`src/rtl/u8d_pkg.sv`:
```
// Package for the UTF-8 stream decoder: payload types, sizes and the offset table.
`timescale 1ns / 1ps
`default_nettype none
package u8d_pkg;

	localparam int COUNT_BITS_DEF  = 16;
	localparam int MAX_SEQ_LEN_DEF = 6;
	localparam int LEN_BITS        = 3;
	localparam int OUT_DEPTH       = 4;
	localparam int PTR_BITS        = $clog2(OUT_DEPTH);
	localparam int FILL_BITS       = $clog2(OUT_DEPTH + 1);

	localparam logic [7:0] CONT_MASK = 8'hc0;
	localparam logic [7:0] CONT_TAG  = 8'h80;
	localparam logic [7:0] END_BYTE  = 8'h00;

	typedef logic [LEN_BITS-1:0] seq_len_t;

	typedef struct packed {
		logic [7:0] text_byte;
	} in_item_t;

	typedef struct packed {
		logic [31:0] code_point;
		logic        is_end;
		logic [15:0] char_total;
	} out_item_t;

	// Amount that the shift-add leaves above the code point, by sequence length minus one.
	function automatic logic [31:0] seq_offset(input seq_len_t idx);
		logic [31:0] r;
		case (idx)
			3'd0: r = 32'h0000_0000;
			3'd1: r = 32'h0000_3080;
			3'd2: r = 32'h000e_2080;
			3'd3: r = 32'h03c8_2080;
			3'd4: r = 32'hfa08_2080;
			3'd5: r = 32'h8208_2080;
			default: r = 32'h0000_0000;
		endcase
		return r;
	endfunction

endpackage
`default_nettype wire

```
`src/rtl/u8d_stream_if.sv`:
```
// Valid/ready stream interface carrying one payload of a given type.
`timescale 1ns / 1ps
`default_nettype none
interface u8d_stream_if #(
	parameter type T = logic
);
	logic valid;
	logic ready;
	T     data;

	modport source (output valid, output data, input ready);
	modport sink   (input valid, input data, output ready);
endinterface
`default_nettype wire

```
`src/rtl/utf8_stream_decoder.sv`:
```
// Top level of the UTF-8 stream decoder: sequence accumulator and result queue.
//
// channel   modport   payload                               direction
// text      sink      text_byte[7:0]                        byte requests in
// result    source    code_point[31:0] is_end char_total    results out
//
// One byte is taken every cycle; its results are in the result queue at the next edge.
// A terminator gives up to two results, every other byte at most one; the byte side
// stalls only while the four-entry result queue has fewer than two free places.
// The result side may stall at will; nothing is lost while it does.
// Reset clears the accumulator, the pending length, the count and the queue.
`timescale 1ns / 1ps
`default_nettype none
module utf8_stream_decoder #(
	parameter int COUNT_BITS  = u8d_pkg::COUNT_BITS_DEF,
	parameter int MAX_SEQ_LEN = u8d_pkg::MAX_SEQ_LEN_DEF
) (
	input  wire logic          clk,
	input  wire logic          arst_n,
	u8d_stream_if.sink         text,
	u8d_stream_if.source       result
);
	import u8d_pkg::*;

	logic [31:0]           acc_q;
	seq_len_t              pend_q;
	logic [COUNT_BITS-1:0] cnt_q;

	out_item_t             fifo_q [OUT_DEPTH];
	logic [PTR_BITS-1:0]   wr_q;
	logic [PTR_BITS-1:0]   rd_q;
	logic [FILL_BITS-1:0]  fill_q;

	logic                  take;
	logic                  pop;
	logic [7:0]            b;
	logic                  have_pend;
	logic                  append;
	logic [31:0]           flush_cp;
	logic [COUNT_BITS-1:0] cnt_inc;
	logic [31:0]           acc_d;
	seq_len_t              pend_d;
	logic [COUNT_BITS-1:0] cnt_d;
	out_item_t             item0;
	out_item_t             item1;
	logic [1:0]            n_push;

	assign text.ready   = (fill_q <= FILL_BITS'(OUT_DEPTH - 2));
	assign take         = text.valid && text.ready;
	assign result.valid = (fill_q != '0);
	assign result.data  = fifo_q[rd_q];
	assign pop          = result.valid && result.ready;

	assign b         = text.data.text_byte;
	assign have_pend = (pend_q != '0);
	assign append    = have_pend && ((b & CONT_MASK) == CONT_TAG)
		&& (pend_q < LEN_BITS'(MAX_SEQ_LEN));
	assign flush_cp  = acc_q - seq_offset(pend_q - seq_len_t'(1));
	assign cnt_inc   = (cnt_q != '1) ? cnt_q + COUNT_BITS'(1) : cnt_q;

	always_comb begin
		acc_d  = acc_q;
		pend_d = pend_q;
		cnt_d  = cnt_q;
		n_push = 2'd0;
		item0  = '{code_point: flush_cp, is_end: 1'b0,
			char_total: 16'(32'(cnt_inc))};
		item1  = '{code_point: 32'h0, is_end: 1'b1,
			char_total: 16'(32'(cnt_inc))};
		if (b == END_BYTE) begin
			acc_d  = '0;
			pend_d = '0;
			cnt_d  = '0;
			if (have_pend) begin
				n_push = 2'd2;
			end else begin
				n_push = 2'd1;
				item0  = '{code_point: 32'h0, is_end: 1'b1,
					char_total: 16'(32'(cnt_q))};
			end
		end else if (append) begin
			acc_d  = {acc_q[25:0], 6'b0} + {24'b0, b};
			pend_d = pend_q + seq_len_t'(1);
		end else begin
			acc_d  = {24'b0, b};
			pend_d = seq_len_t'(1);
			if (have_pend) begin
				n_push = 2'd1;
				cnt_d  = cnt_inc;
			end
		end
		if (!take) begin
			n_push = 2'd0;
		end
	end

	always_ff @(posedge clk or negedge arst_n) begin
		if (!arst_n) begin
			acc_q  <= '0;
			pend_q <= '0;
			cnt_q  <= '0;
			wr_q   <= '0;
			rd_q   <= '0;
			fill_q <= '0;
		end else begin
			if (take) begin
				acc_q  <= acc_d;
				pend_q <= pend_d;
				cnt_q  <= cnt_d;
			end
			wr_q   <= wr_q + PTR_BITS'(n_push);
			if (pop) begin
				rd_q <= rd_q + PTR_BITS'(1);
			end
			fill_q <= fill_q + FILL_BITS'(n_push) - FILL_BITS'(pop);
		end
	end

	always_ff @(posedge clk) begin
		if (n_push != 2'd0) begin
			fifo_q[wr_q] <= item0;
		end
		if (n_push == 2'd2) begin
			fifo_q[wr_q + PTR_BITS'(1)] <= item1;
		end
	end

	// The queue never overfills, given the two-place margin on the byte side.
	a_fill_bound: assert property (@(posedge clk) disable iff (!arst_n)
		fill_q <= FILL_BITS'(OUT_DEPTH))
		else $error("result queue overfilled");

	a_len_bound: assert property (@(posedge clk) disable iff (!arst_n)
		pend_q <= LEN_BITS'(MAX_SEQ_LEN))
		else $error("pending length beyond the longest sequence");

	// A terminator leaves nothing pending and the count at zero.
	a_end_clears: assert property (@(posedge clk) disable iff (!arst_n)
		take && (b == END_BYTE) |=> (pend_q == '0) && (cnt_q == '0))
		else $error("state not cleared after terminator");

	// Any other byte leaves a sequence pending.
	a_byte_pends: assert property (@(posedge clk) disable iff (!arst_n)
		take && (b != END_BYTE) |=> (pend_q != '0))
		else $error("byte accepted without a pending sequence");

endmodule
`default_nettype wire

```
`src/flat_wrapper.sv`:
```
// flat-port wrapper written by rule: the top's interface ports become plain ports
module utf8_stream_decoder_flat import u8d_pkg::*;
#(
	parameter int COUNT_BITS  = u8d_pkg::COUNT_BITS_DEF,
	parameter int MAX_SEQ_LEN = u8d_pkg::MAX_SEQ_LEN_DEF
)
  (clk, arst_n, text_valid, text_data, text_ready, result_valid, result_data, result_ready);
  u8d_stream_if #(.T(in_item_t)) text_i ();
  u8d_stream_if #(.T(out_item_t)) result_i ();
  input  wire logic clk;
  input  wire logic arst_n;
  input wire logic [$bits(text_i.valid)-1:0] text_valid;
  input wire logic [$bits(text_i.data)-1:0] text_data;
  output wire logic [$bits(text_i.ready)-1:0] text_ready;
  output wire logic [$bits(result_i.valid)-1:0] result_valid;
  output wire logic [$bits(result_i.data)-1:0] result_data;
  input wire logic [$bits(result_i.ready)-1:0] result_ready;
  assign text_i.valid = text_valid;
  assign text_i.data = text_data;
  assign text_ready = text_i.ready;
  assign result_valid = result_i.valid;
  assign result_data = result_i.data;
  assign result_i.ready = result_ready;
  utf8_stream_decoder #(.COUNT_BITS(COUNT_BITS), .MAX_SEQ_LEN(MAX_SEQ_LEN)) u_core (.clk(clk), .arst_n(arst_n), .text(text_i), .result(result_i));
endmodule
```
`config.mk`:
```
export PLATFORM = sky130hd
export DESIGN_NAME = utf8_stream_decoder_flat
export DESIGN_NICKNAME = d
export VERILOG_FILES = /design/src/rtl/u8d_pkg.sv /design/src/rtl/u8d_stream_if.sv /design/src/rtl/utf8_stream_decoder.sv /design/src/flat_wrapper.sv
export SDC_FILE = /design/constraint.sdc
export NUM_CORES = 1
export LEC_CHECK = 0
export BUFFER_PORTS_ARGS = -buffer_cell sky130_fd_sc_hd__buf_4
export CORE_MARGIN = 2
export CORE_UTILIZATION = 35
export CTS_BUF_LIST = sky130_fd_sc_hd__clkbuf_4
export DETAILED_ROUTE_END_ITERATION = 8
export PLACE_DENSITY = 0.6
export SYNTH_ARGS = -nofsm -noshare
export SYNTH_HDL_FRONTEND = slang
export SYNTH_SLANG_ARGS = --single-unit
```
`constraint.sdc`:
```
create_clock -name clk -period 4.65 [get_ports clk]
set_input_delay 0.93 -clock clk [delete_from_list [all_inputs] [get_ports clk]]
set_output_delay 0.93 -clock clk [all_outputs]
set_load 0.05 [all_outputs]
```
==> flow_summary.ini <==
[status]
outcome = completed

[place]
dp_hpwl_mm = 23.3
gp_congestion = 0.855
io_buffers = 62

[route]
drtIter0Drc = 874
drc_errors = 0
dr.pass1.iters = 5
num_vias = 10400
vias_per_cell = 5.57
drtAntennaViolNets = 0
wire_per_inst_um = 19.0
drt_wl_total_mm = 35.5

[power]
cellPowerDensity_mw_per_mm2 = 792
combPwrFrac = 0.489
seq_power_share = 0.321
pwr-share-clk = 0.190
ir_drop_uv = 439
p_leak_uw = 0.00573
power_uw = 11500
power.switching_uw = 5160
intPower_uw = 6300
swShare = 0.450

[yosys]
synth_largest_area_cell = dfxtp_1
async_flop_share = 0.228
syn_area_per_cell_um2 = 9.78
ys_seq_elements = 254
synth-edff-count = 64
syn_inst = 1285
synthTopCellsByArea = dfxtp_1 (21%), edfxtp_1 (15%), dfrtp_1 (12%), mux4_2 (8.8%), o21ai_0 (7.0%)
ys.flop_type = dfxtp_1
syn_nets = 1327
ys.warnings.count = 0
seq_area_frac_synth = 0.479
synth_area_mm2 = 0.0126
yosysTopAreaCellShare = 0.210
ys_types = 62

[global_route]
grt_antenna_before_repair = 1
grt_pass1_wl_mm = 55.9
grt_usage = 0.188
grt_max_degree = 59
grt-ovfl-total = 0
grt_pass1_vias = 10000

[floorplan]
die_area_mm2 = 0.0374
core_mm2 = 0.0355
start_util = 0.354
ios = 63
fp.dieH_um = 193
rows = 69
die_w_um = 193

[clocking]
clk_pin_slew_worst_paths_ps = 60
cts_setup_buffers = 0
clk_latency_ps = 710
cts_buffers = 69
cts_tree = done
clkSinkCount = 254
hold_buffers = 0
post_cts_resized = 0
cts_root_buf = clkbuf_4
clockBufferDepth = 3
htreeDepth = 3

[finish]
multi_input_area_mm2 = 0.00609
synthToLayoutAreaGrowth_pct = 15.2
layout-drive-gt1-share = 0.197
fillers = 3470
fin_nets = 1396
seq_area_mm2 = 0.00602

[timing]
hold_viol = 0
rsz0062_at_grt = no
min_period_over_period = 0.894
min_period_ps = 4160
slew_viol_final = 0
maxClockFrequency_mhz = 240
relSlewSlack = 0.272
skew_ps = 54.0
fin_tns_setup_ps = 0
worst_pin_slew_ps = 1090
setup_viol_count_final = 0

[setup_path]
endpoint_kind = flop
arrival_ps = 4740
crit_type = flop to flop
start_kind = flop
crit_fanout = 5
required_ps = 5240

[hold_path]
hp-class = primary input to async pin

[run]
drv_cap = 0
==> worst paths after layout <==
kind	startpoint	to	slack, ps	cells after the start
worst min register to register	u_core.fifo_q[2][20]	u_core.fifo_q[2][20]	450	2
max in group asynchronous	arst_n	u_core.rd_q[0]	3690	1
worst min-delay path	arst_n	u_core.acc_q[5]	300	1
worst max-delay path	u_core.pend_q[0]	u_core.fifo_q[3][46]	490	16
worst max register to register	u_core.pend_q[0]	u_core.fifo_q[3][46]	490	16
min in group clk	u_core.fifo_q[2][20]	u_core.fifo_q[2][20]	450	2
==> worst max-delay path: stages (launching register included) <==
cell	delay, ps
dfrtp_1	400
inv_1	120
ha_1	250
xnor2_1	260
or3_1	150
o21ai_0	110
and2_1	210
nand2_1	80
ha_1	200
ha_1	210
or4b_4	500
a311o_1	420
a21bo_1	250
a221o_1	350
a41oi_2	220
xnor2_1	230
o21ai_1	100
==> power by group through the flow <==
stage                     Sequential (uW)  Clock (uW)  Combinational [uW]
after floorplan                      3290           0                4360
after global placement               3690           0                5560
after global routing                 3790        2360                6040
after detailed placement             3720           0                5630
final                                3680        2180                5600
after CTS                            3680        2240                5640
==> kinds of logic after synthesis <==
kind of cell             Yosys count  share of synthesized area
XOR/XNOR                          54                     0.0376
multiplexers                      54                     0.0923
AND/OR/NAND/NOR                  419                      0.152
adder cells (fa/ha/maj)           30                     0.0311
buffers and inverters            123                     0.0376
flip-flops                       254                      0.479
AO/OA/AOI/OAI                    351                      0.170
==> final cells by class <==
class,count,area share
Multi-Input combinational cell,908,0.421
Sequential cell,254,0.416
Clock buffer,104,0.0539
Timing Repair Buffer,98,0.0508
Tap cell,461,0.0398
Clock inverter,20,0.0128
Inverter,23,0.00596
Antenna cell,1,0.000173
==> placed cells by master, fill, tap and decap left out, types with 14 or more instances in the layout <==
cell type	synthesis	routed
xor2_1	27	27
o21ai_0	175	175
nor2_1	82	78
dfxtp_1	132	132
nor3_1	20	20
nand3_1	86	86
o31ai_1	37	37
clkinv_1	0	14
inv_1	23	23
edfxtp_1	64	64
buf_4	0	98
clkbuf_4	0	104
a21oi_1	49	49
xnor2_1	27	27
mux4_2	49	49
dfrtp_1	58	56
a22o_1	34	34
ha_1	28	28
nand2_1	164	164
==> per-stage QoR <==
| step | cell area, um2 | hold slack, ps | utilization | setup slack (ps) | cells |
|---|---|---|---|---|---|
| floorplan | 12600 | 420 | - | 879 | 1285 |
| global placement | 13500 | 431 | 0.381 | 624 | 1744 |
| detailed placement | 13500 | 444 | 0.381 | 495 | 1744 |
| CTS | 14500 | 307 | 0.408 | 499 | 1868 |
| global route | 14500 | 341 | 0.408 | 198 | 1869 |
| finish | 14500 | 303 | 0.408 | 491 | 1869 |
==> flip-flops by register name, indices dropped and copies added (netlist names) <==
| register | count |
|---|---|
| u_core.fill_q | 3 |
| u_core.wr_q | 2 |
| u_core.cnt_q | 16 |
| u_core.fifo_q | 196 |
| u_core.pend_q | 3 |
| u_core.rd_q | 2 |
| u_core.acc_q | 32 |
==> metal layers <==
| layer | global-route usage | wire, um | vias to the layer above |
|---|---|---|---|
| li1 | - | - | 4883 |
| met1 | 0.243 | 15200 | 5088 |
| met2 | 0.312 | 17400 | 371 |
| met3 | 0.0373 | 2070 | 77 |
| met4 | 0.0673 | 841 | 0 |
| met5 | 0 | 0 | - |
==> synth_stat cells (all sizes together) (3+ instances only) <==
cell type and instances:
edfxtp 64, ha 28, nand2b 11, inv 23, dfxtp 132, clkbuf 90, nor2 82, o31ai 37
or3 6, nor2b 3, dfrtp 58, and4 3, o21ai 182, mux4 49, a21oi 49, a31oi 3
xnor2 27, and2 11, nor4 5, nand4 6, nand2 164, and3 9, nand4b 3, a22o 34
xor2 27, a41oi 3, a311oi 11, nand3 86, buf 10, nor3 21, o22ai 3, mux2 5
a31o 3, a21o 8
(Power assumes the default switching activity.)
